[src/rtl/pidr_pkg.sv]
// Package for the PID angle regulator: field widths, register indexes,
// register reset values and angle constants. No dependencies.
`timescale 1ns / 1ps

package pidr_pkg;

	localparam int unsigned ErrW    = 11;
	localparam int unsigned TimeW   = 32;
	localparam int unsigned AngleW  = 14;
	localparam int unsigned PidW    = 15;
	localparam int unsigned CfgIdxW = 3;
	localparam int unsigned CfgW    = 16;

	localparam logic [AngleW-1:0] CenterAngle = 14'd5120;
	localparam logic [AngleW-1:0] AngleMax    = 14'd10240;

	localparam logic [15:0] PropGainRst     = 16'd819;
	localparam logic [15:0] IntegGainRst    = 16'd8;
	localparam logic [15:0] DerivGainRst    = 16'd40960;
	localparam logic [13:0] OutputLimitRst  = 14'd512;
	localparam logic [14:0] IntegLimitRst   = 15'd500;
	localparam logic [7:0]  DeadBandRst     = 8'd5;
	localparam logic [15:0] StaleTimeRst    = 16'd100;
	localparam logic [15:0] CmdIntervalRst  = 16'd25;

	typedef enum logic [CfgIdxW-1:0] {
		REG_PROP_GAIN      = 3'd0,
		REG_INTEG_GAIN_DT  = 3'd1,
		REG_DERIV_GAIN     = 3'd2,
		REG_OUTPUT_LIMIT   = 3'd3,
		REG_INTEGRAL_LIMIT = 3'd4,
		REG_DEAD_BAND      = 3'd5,
		REG_STALE_TIME     = 3'd6,
		REG_CMD_INTERVAL   = 3'd7
	} cfg_reg_t;

endpackage

[src/rtl/pidr_in_if.sv]
// Request channel of the PID angle regulator: valid/ready and the input fields.
// Depends on pidr_pkg for the field widths.
`timescale 1ns / 1ps

interface pidr_in_if;
	import pidr_pkg::*;

	logic                    valid;
	logic                    ready;
	logic signed [ErrW-1:0]  error_pixels;
	logic [TimeW-1:0]        now_ms;
	logic [TimeW-1:0]        frame_time_ms;

	modport source (output valid, output error_pixels, output now_ms,
		output frame_time_ms, input ready);
	modport sink (input valid, input error_pixels, input now_ms,
		input frame_time_ms, output ready);
endinterface

[src/rtl/pidr_out_if.sv]
// Result channel of the PID angle regulator: valid/ready and the result fields.
// Depends on pidr_pkg for the field widths.
`timescale 1ns / 1ps

interface pidr_out_if;
	import pidr_pkg::*;

	logic                   valid;
	logic                   ready;
	logic                   command_valid;
	logic [AngleW-1:0]      set_angle;
	logic signed [PidW-1:0] pid_output;
	logic                   frozen;

	modport source (output valid, output command_valid, output set_angle,
		output pid_output, output frozen, input ready);
	modport sink (input valid, input command_valid, input set_angle,
		input pid_output, input frozen, output ready);
endinterface

[src/rtl/pid_angle_regulator_core.sv]
// PID angle regulator top level: configuration registers, input stage,
// PID arithmetic with anti-windup, rate limit, deadband and result register.
// Depends on pidr_pkg, pidr_in_if and pidr_out_if.
`timescale 1ns / 1ps

// Usage:
// One request per control tick arrives on the request channel (error in
// pixels, current time and last frame time); one result leaves on the result
// channel for every request. Both channels use valid/ready and move a request
// at a clock edge where both are high.
// A request is captured into an input register; the PID sum, clamps, state
// update and command gating are computed from it combinationally, and the
// result is registered in an output register, from which it leaves when the
// receiver is ready.
// Throughput is one request per cycle while the receiver is ready; the loop
// state (error sum, previous error, last command time) is written as a result
// enters the output register, so the next request sees it in the following cycle.
// When the receiver stalls, the output register holds its result and the input
// register holds one more request; ready drops only when both are full and the
// receiver is not ready. Configuration is written through cfg_wr_en/cfg_index/
// cfg_data and should only change while no request is in flight.
// Reset clears the loop state, empties both registers and loads the default
// gains and limits.
module pid_angle_regulator_core (
	input  logic                         clk,
	input  logic                         arst_n,
	input  logic                         cfg_wr_en,
	input  logic [pidr_pkg::CfgIdxW-1:0] cfg_index,
	input  logic [pidr_pkg::CfgW-1:0]    cfg_data,
	pidr_in_if.sink                      request,
	pidr_out_if.source                   result
);
	import pidr_pkg::*;

	// Configuration registers.
	logic [15:0] prop_gain_q, integ_gain_q, deriv_gain_q;
	logic [13:0] output_limit_q;
	logic [14:0] integral_limit_q;
	logic [7:0]  dead_band_q;
	logic [15:0] stale_time_q, cmd_gap_q;

	// Loop state.
	logic signed [15:0] error_sum_q;
	logic signed [11:0] prev_error_q;
	logic [TimeW-1:0]   last_cmd_q;

	// Input stage.
	logic                   valid_s1;
	logic signed [ErrW-1:0] error_s1;
	logic [TimeW-1:0]       now_s1, frame_s1;

	// Output stage.
	logic                   valid_s2;
	logic                   cmd_valid_s2;
	logic [AngleW-1:0]      target_s2;
	logic signed [PidW-1:0] pid_s2;
	logic                   frozen_s2;

	logic advance;

	assign advance       = valid_s1 && (!valid_s2 || result.ready);
	assign request.ready = !valid_s1 || advance;

	always_ff @(posedge clk or negedge arst_n) begin
		if (!arst_n) begin
			prop_gain_q      <= PropGainRst;
			integ_gain_q     <= IntegGainRst;
			deriv_gain_q     <= DerivGainRst;
			output_limit_q   <= OutputLimitRst;
			integral_limit_q <= IntegLimitRst;
			dead_band_q      <= DeadBandRst;
			stale_time_q     <= StaleTimeRst;
			cmd_gap_q        <= CmdIntervalRst;
		end else if (cfg_wr_en) begin
			unique case (cfg_reg_t'(cfg_index))
				REG_PROP_GAIN:      prop_gain_q      <= cfg_data;
				REG_INTEG_GAIN_DT:  integ_gain_q     <= cfg_data;
				REG_DERIV_GAIN:     deriv_gain_q     <= cfg_data;
				REG_OUTPUT_LIMIT:   output_limit_q   <= cfg_data[13:0];
				REG_INTEGRAL_LIMIT: integral_limit_q <= cfg_data[14:0];
				REG_DEAD_BAND:      dead_band_q      <= cfg_data[7:0];
				REG_STALE_TIME:     stale_time_q     <= cfg_data;
				REG_CMD_INTERVAL:   cmd_gap_q        <= cfg_data;
			endcase
		end
	end

	always_ff @(posedge clk or negedge arst_n) begin
		if (!arst_n) begin
			valid_s1 <= 1'b0;
		end else if (request.ready) begin
			valid_s1 <= request.valid;
		end
	end

	always_ff @(posedge clk) begin
		if (request.valid && request.ready) begin
			error_s1 <= request.error_pixels;
			now_s1   <= request.now_ms;
			frame_s1 <= request.frame_time_ms;
		end
	end

	// PID arithmetic on the request in the input register.
	logic [TimeW-1:0]    frame_age, since_cmd;
	logic                stale, cmd_due;
	logic signed [11:0]  err;
	logic signed [12:0]  err_diff;
	logic signed [16:0]  kp_s, ki_s, kd_s;
	logic signed [28:0]  p_prod;
	logic signed [32:0]  i_prod;
	logic signed [29:0]  d_prod;
	logic signed [34:0]  acc;
	logic signed [30:0]  pid_raw, lim_w;
	logic signed [14:0]  pid, lim;
	logic                sat_hi, sat_lo;
	logic signed [16:0]  sum_raw, ilim;
	logic signed [15:0]  sum_next;
	logic [14:0]         pid_mag;
	logic signed [15:0]  target_raw;
	logic [AngleW-1:0]   target;
	logic                issue;

	always_comb begin
		frame_age = now_s1 - frame_s1;
		stale     = frame_age > {16'b0, stale_time_q};
		since_cmd = now_s1 - last_cmd_q;
		cmd_due   = since_cmd >= {16'b0, cmd_gap_q};

		err      = -($signed({error_s1[ErrW-1], error_s1}));
		err_diff = 13'(err) - 13'(prev_error_q);

		kp_s   = $signed({1'b0, prop_gain_q});
		ki_s   = $signed({1'b0, integ_gain_q});
		kd_s   = $signed({1'b0, deriv_gain_q});
		p_prod = kp_s * err;
		i_prod = ki_s * error_sum_q;
		d_prod = kd_s * err_diff;
		acc    = 35'(p_prod) + 35'(i_prod) + 35'(d_prod);

		// An arithmetic shift by four is floor division by 16.
		pid_raw = acc[34:4];
		lim_w   = $signed({17'b0, output_limit_q});
		lim     = $signed({1'b0, output_limit_q});
		if (pid_raw > lim_w) begin
			pid = lim;
		end else if (pid_raw < -lim_w) begin
			pid = -lim;
		end else begin
			pid = pid_raw[14:0];
		end

		// Anti-windup: hold the sum while the output is pinned in the error's direction.
		sat_hi  = (pid >= lim) && (err > 12'sd0);
		sat_lo  = (pid <= -lim) && (err < 12'sd0);
		sum_raw = 17'(error_sum_q) + 17'(err);
		ilim    = $signed({2'b0, integral_limit_q});
		if (sum_raw > ilim) begin
			sum_next = ilim[15:0];
		end else if (sum_raw < -ilim) begin
			sum_next = 16'(-ilim);
		end else begin
			sum_next = sum_raw[15:0];
		end

		pid_mag    = pid[14] ? 15'(-pid) : pid;
		target_raw = $signed({2'b0, CenterAngle}) + 16'(pid);
		if (target_raw < 16'sd0) begin
			target = '0;
		end else if (target_raw > $signed({2'b0, AngleMax})) begin
			target = AngleMax;
		end else begin
			target = target_raw[AngleW-1:0];
		end
		issue = cmd_due && (pid_mag >= {7'b0, dead_band_q});
	end

	always_ff @(posedge clk or negedge arst_n) begin
		if (!arst_n) begin
			error_sum_q  <= '0;
			prev_error_q <= '0;
			last_cmd_q   <= '0;
		end else if (advance) begin
			if (stale) begin
				error_sum_q  <= '0;
				prev_error_q <= '0;
			end else begin
				if (!sat_hi && !sat_lo) begin
					error_sum_q <= sum_next;
				end
				prev_error_q <= err;
				if (cmd_due) begin
					last_cmd_q <= now_s1;
				end
			end
		end
	end

	always_ff @(posedge clk or negedge arst_n) begin
		if (!arst_n) begin
			valid_s2 <= 1'b0;
		end else if (advance) begin
			valid_s2 <= 1'b1;
		end else if (result.ready) begin
			valid_s2 <= 1'b0;
		end
	end

	always_ff @(posedge clk) begin
		if (advance) begin
			frozen_s2    <= stale;
			cmd_valid_s2 <= !stale && issue;
			target_s2    <= (!stale && issue) ? target : '0;
			pid_s2       <= stale ? '0 : pid;
		end
	end

	assign result.valid         = valid_s2;
	assign result.command_valid = cmd_valid_s2;
	assign result.set_angle     = target_s2;
	assign result.pid_output    = pid_s2;
	assign result.frozen        = frozen_s2;

endmodule
[src/flat_wrapper.sv]
// flat-port wrapper written by rule: the top's interface ports become plain ports
module pid_angle_regulator_core_flat import pidr_pkg::*;
  (clk, arst_n, cfg_wr_en, cfg_index, cfg_data, request_valid, request_error_pixels, request_now_ms, request_frame_time_ms, request_ready, result_valid, result_command_valid, result_set_angle, result_pid_output, result_frozen, result_ready);
  pidr_in_if request_i ();
  pidr_out_if result_i ();
  input  logic clk;
  input  logic arst_n;
  input  logic cfg_wr_en;
  input  logic [pidr_pkg::CfgIdxW-1:0] cfg_index;
  input  logic [pidr_pkg::CfgW-1:0] cfg_data;
  input wire logic [$bits(request_i.valid)-1:0] request_valid;
  input wire logic [$bits(request_i.error_pixels)-1:0] request_error_pixels;
  input wire logic [$bits(request_i.now_ms)-1:0] request_now_ms;
  input wire logic [$bits(request_i.frame_time_ms)-1:0] request_frame_time_ms;
  output wire logic [$bits(request_i.ready)-1:0] request_ready;
  output wire logic [$bits(result_i.valid)-1:0] result_valid;
  output wire logic [$bits(result_i.command_valid)-1:0] result_command_valid;
  output wire logic [$bits(result_i.set_angle)-1:0] result_set_angle;
  output wire logic [$bits(result_i.pid_output)-1:0] result_pid_output;
  output wire logic [$bits(result_i.frozen)-1:0] result_frozen;
  input wire logic [$bits(result_i.ready)-1:0] result_ready;
  assign request_i.valid = request_valid;
  assign request_i.error_pixels = request_error_pixels;
  assign request_i.now_ms = request_now_ms;
  assign request_i.frame_time_ms = request_frame_time_ms;
  assign request_ready = request_i.ready;
  assign result_valid = result_i.valid;
  assign result_command_valid = result_i.command_valid;
  assign result_set_angle = result_i.set_angle;
  assign result_pid_output = result_i.pid_output;
  assign result_frozen = result_i.frozen;
  assign result_i.ready = result_ready;
  pid_angle_regulator_core u_core (.clk(clk), .arst_n(arst_n), .cfg_wr_en(cfg_wr_en), .cfg_index(cfg_index), .cfg_data(cfg_data), .request(request_i), .result(result_i));
endmodule
[config.mk]
export PLATFORM = sky130hd
export DESIGN_NAME = pid_angle_regulator_core_flat
export DESIGN_NICKNAME = d
export VERILOG_FILES = /design/src/rtl/pidr_pkg.sv /design/src/rtl/pidr_in_if.sv /design/src/rtl/pidr_out_if.sv /design/src/rtl/pid_angle_regulator_core.sv /design/src/flat_wrapper.sv
export SDC_FILE = /design/constraint.sdc
export NUM_CORES = 2
export LEC_CHECK = 0
export BUFFER_PORTS_ARGS = -buffer_cell sky130_fd_sc_hd__buf_4
export CAP_MARGIN = 20
export CORE_ASPECT_RATIO = 0.7
export CORE_MARGIN = 2
export CORE_UTILIZATION = 57
export CTS_BUF_LIST = sky130_fd_sc_hd__clkbuf_4
export DETAILED_ROUTE_END_ITERATION = 10
export PLACE_DENSITY_LB_ADDON = 0.15
export SLEW_MARGIN = 30
export SYNTH_ARGS = -nofsm -noshare
export SYNTH_HDL_FRONTEND = slang
export SYNTH_SLANG_ARGS = --single-unit
[constraint.sdc]
create_clock -name clk -period 21 [get_ports clk]
set_input_delay 2.1 -clock clk [delete_from_list [all_inputs] [get_ports clk]]
set_output_delay 2.1 -clock clk [all_outputs]
set_load 0.005 [all_outputs]
==> impl_summary.md <==
Critical path
For the worst setup path, the data arrival time is 17.66 ns. At the worst endpoint, the required time is between 20 and 25 ns. The startpoint type of the worst setup path is a flip-flop. The slowest stage of the critical path belongs to the cell sky130_fd_sc_hd__edfxtp_1. Of all nets on the critical path, the largest fanout is 32. The cell that appears most often on the critical path is sky130_fd_sc_hd__inv_1. The number of cell instances on the worst register-to-register path is 70. The worst setup path is captured at a flip-flop. The worst setup path is of the flip-flop to flip-flop kind.

The highest cell delay on the worst timing path is 0.77 ns.

Placement
Detailed placement finished with a half-perimeter wire length of 97900 um. The setup slack after placement is around 4.3 ns. The cell area after placement is roughly 0.046 mm2.

The count of input and output buffers is 131. The global placement routability congestion is 0.973.

Timing
The final-report max-slew violation count came to 0. The final worst-path cycle share is 0.806. The upper clock frequency limit is 59.1 MHz. Setup total negative slack on the finished layout was measured at 0 ns. The number of setup violations in the final report is 0. In the post-route analysis, the smallest setup slack over all paths is 4.07 ns. Setup repair after global routing left no endpoint under its margin. The number of endpoints with negative hold slack in the final report is 0. The clock tree skew after final layout is 0.0915 ns. Counting I/O delays and the setup requirement, the final critical path takes 16.93 ns. In this run the tightest slew margin relative to its limit is 0.358. For the pin with the worst max-slew slack, the measured transition is between 0.9 and 1 ns.

Global route
The global-route wire length before repair is roughly 190000 um. The via count of the first global-routing pass is 32.8k. The routing usage on met1 is 0.488.

met1 is the most crowded layer. For met3 alone, demand over resource in global routing was 0.0915. The total routing resource utilization after global routing is 0.315.

The total grt overflow is 0. The met2 capacity usage during global routing is 0.438. Entering global routing, the biggest net connects 76 pins.

The number of antenna violations at the first check in global routing is 14.

Layout
The largest registers in the layout are u_core.frame_s1: 32 flops, u_core.last_cmd_q: 32 flops, u_core.now_s1: 32 flops. In the final layout, the share of cells above drive strength 1 is 0.118. The final layout contains 5952 nets.

The synthesis-to-layout area growth is 7.26%. For this run, the share of the core covered by cells in the final layout is 0.619. Once layout is done, the placed cells without fillers occupy roughly 0.047 mm2.

Clock tree
The CTS buffer count is 77. The CTS tree is built. In this run, post-CTS hold repair placed 0 buffers. The largest buffer count on any clock path is 3. The post-CTS setup buffer count is 0. Clock-pin slew was measured on the worst setup and hold paths at about 0.08 ns. CTS saw 285 sinks.

The clock latency of the later-clocked register in the worst-skew pair is 0.84 ns. The number of levels the H-tree was split into is 3. In this run the clock root is driven by a sky130_fd_sc_hd__clkbuf_4. Gates resized during post-CTS repair numbered 0.

Job
The max-cap violation count is 0.

Yosys
The number of standard cells after synthesis is 4668. The area share of and/or/nand/nor cells after synthesis is 0.151. Of the total synthesized cell area, the portion taken by XOR and XNOR cells is 0.0248.

In the synthesized netlist the dominant register cell turns out to be sky130_fd_sc_hd__dfrtp_1. Yosys mapped the design onto between 100 and 150 distinct sky130hd cell types. The post-synthesis net count is between 5k and 6k.

The mean post-synth cell area is 9.32 um2. The sequential element share of the synthesized area is 0.177. The share of the synthesized area in compound gates (AO/OA/AOI/OAI) is 0.0929. Counting flops with a built-in enable in the synthesized netlist gives 106. Yosys printed 0 warnings. The post-synthesis instance area is 0.0435 mm2.

The portion of synthesized area spent on multiplexers is 0.0389. The main combinational cell family by area after synthesis is adder cells. Of the total synthesized cell area, the portion taken by full adders, half adders and majority gates is 0.418.

In the synthesized netlist the async set-or-reset flop fraction comes to 0.628. In this run, synthesis produced a sequential element count of around 290.

Outcome
The run finished with clean final reports.

Detailed routing
The total routed wirelength is 121000 um. The number of design-rule violations left by the first detailed-router iteration is 2771. In the routed design, unresolved DRC markers number 0.

The remaining antenna violation count is 0. Using the TritonRoute via totals, the vias-per-cell ratio works out to 5.70. Dividing the detail-routed wire length by the instance count gives ~21 um. Across all layers, the routed design uses ~33k vias.

For this run, the detailed router's first-pass iteration total came to 6.

Die
From left edge to right edge, the die measures 334 um. The overall die area is around 0.079 mm2. The die outline height is roughly 240 um.

After floorplanning, the core was divided into 84 placement rows. For this configuration, the core starts out at a cell density of 0.577. The I/O pin count is 132. After floorplanning, the core was sized to cover about 0.075 mm2.

Min path
The hold-critical path depth is 2. The kind of path behind the tightest hold check is flip-flop to flip-flop.
## critical path: cells and delay by family (launching register included)
| family | cells | cell delay, ns |
|---|---|---|
| compound gates | 30 | 6.13 |
| xor+xnor | 2 | 0.41 |
| fa+ha+maj | 13 | 6.16 |
| buf+inv | 11 | 1.33 |
| flops | 1 | 0.77 |
| simple gates | 14 | 1.90 |
## cell type report
type | count | area (um2)
Multi-Input combinational cell | 3267 | 31700
Fill cell | 6474 | 28700
Sequential cell | 285 | 7690
Inverter | 944 | 3540
Timing Repair Buffer | 189 | 1450
Tap cell | 989 | 1240
Clock buffer | 113 | 848
Clock inverter | 28 | 163
Antenna cell | 6 | 15.0
## metrics by stage
step	cells	hold WS (ns)
2_1_floorplan	4668	0.452
3_3_place_gp	5672	0.461
3_5_place_dp	5672	0.468
4_1_cts	5813	0.483
5_1_grt	5818	0.508
6_report	5821	0.479
## cells in the mapped netlist, types with 13 or more instances
cell                       instances  area [um2]
sky130_fd_sc_hd__inv_1           938        3520
sky130_fd_sc_hd__nand3_1          58         290
sky130_fd_sc_hd__mux2i_1          14         140
sky130_fd_sc_hd__mux2_2          138        1550
sky130_fd_sc_hd__o21ai_0         147         736
sky130_fd_sc_hd__ha_1            481        6020
sky130_fd_sc_hd__dfrtp_1         155        3880
sky130_fd_sc_hd__nor3_2           13         130
sky130_fd_sc_hd__and2_1          275        1720
sky130_fd_sc_hd__a21oi_1         146         731
sky130_fd_sc_hd__xor2_1           39         342
sky130_fd_sc_hd__clkbuf_1        145         544
sky130_fd_sc_hd__nor3_1           44         220
sky130_fd_sc_hd__o31ai_1          22         165
sky130_fd_sc_hd__a211oi_1         13        97.6
sky130_fd_sc_hd__xnor2_1          84         736
sky130_fd_sc_hd__a21o_1           62         465
sky130_fd_sc_hd__nor2_1          178         668
sky130_fd_sc_hd__dfstp_2          24         631
sky130_fd_sc_hd__or2_2            13        81.3
sky130_fd_sc_hd__nand4_1          46         288
sky130_fd_sc_hd__o211ai_1         17         128
sky130_fd_sc_hd__nand2_1         470        1760
sky130_fd_sc_hd__edfxtp_1        106        3180
sky130_fd_sc_hd__buf_2            16        80.1
sky130_fd_sc_hd__nor2b_1          59         369
sky130_fd_sc_hd__o21a_1           34         255
sky130_fd_sc_hd__nand2b_1         56         350
sky130_fd_sc_hd__a31oi_1          21         131
sky130_fd_sc_hd__and3_1           23         144
sky130_fd_sc_hd__fa_1            608       12200
## kinds of logic after synthesis
logic type                 after synthesis
AOI/OAI and AO/OA                      603
muxes                                  152
xor gates and xnor gates               123
adders and majority gates             1090
and+or+nand+nor                       1299
buffers and inverters                 1116
DFF                                    285
## path summary, 6_finish.rpt
path	from	to	slack [ns]
worst max-delay path	u_core.error_s1[0]	u_core.error_sum_q[14]	4.07
worst min-delay path	u_core.error_sum_q[10]	u_core.error_sum_q[10]	0.48
worst max register to register	u_core.error_s1[0]	u_core.error_sum_q[14]	4.07
worst min register to register	u_core.error_sum_q[10]	u_core.error_sum_q[10]	0.48
max in group asynchronous	arst_n	u_core.last_cmd_q[3]	17.61
min in group asynchronous	arst_n	u_core.error_sum_q[7]	1.23
## placed cells by master (no fill, tap or decap), types with 34 or more instances in the layout
master                     netlist  routed
sky130_fd_sc_hd__nand2b_1       56      56
sky130_fd_sc_hd__mux2_2        138     138
sky130_fd_sc_hd__and2_1        275     274
sky130_fd_sc_hd__nand3_1        58      58
sky130_fd_sc_hd__edfxtp_1      106     106
sky130_fd_sc_hd__o21a_1         34      34
sky130_fd_sc_hd__nand4_1        46      46
sky130_fd_sc_hd__dfrtp_1       155     154
sky130_fd_sc_hd__a21o_1         62      62
sky130_fd_sc_hd__nor2_1        178     178
sky130_fd_sc_hd__xnor2_1        84      80
sky130_fd_sc_hd__inv_1         938     937
sky130_fd_sc_hd__clkbuf_4        0     113
sky130_fd_sc_hd__xor2_1         39      35
sky130_fd_sc_hd__ha_1          481     481
sky130_fd_sc_hd__o21ai_0       147     146
sky130_fd_sc_hd__nor2b_1        59      59
sky130_fd_sc_hd__buf_4           7     186
sky130_fd_sc_hd__nor3_1         44      42
sky130_fd_sc_hd__nand2_1       470     470
sky130_fd_sc_hd__a21oi_1       146     146
sky130_fd_sc_hd__fa_1          608     608
## per-layer routing
layer / part of all wire / up-vias
met1: 0.46 / 16400
met4: 0.017 / 2
met2: 0.41 / 1409
met5: 0.00011 / -
met3: 0.11 / 151
li1: - / 15200
Power is left out: the tool's default activity adds up to more than one toggle a clock period on the data nets, which glitch-free logic cannot reach.
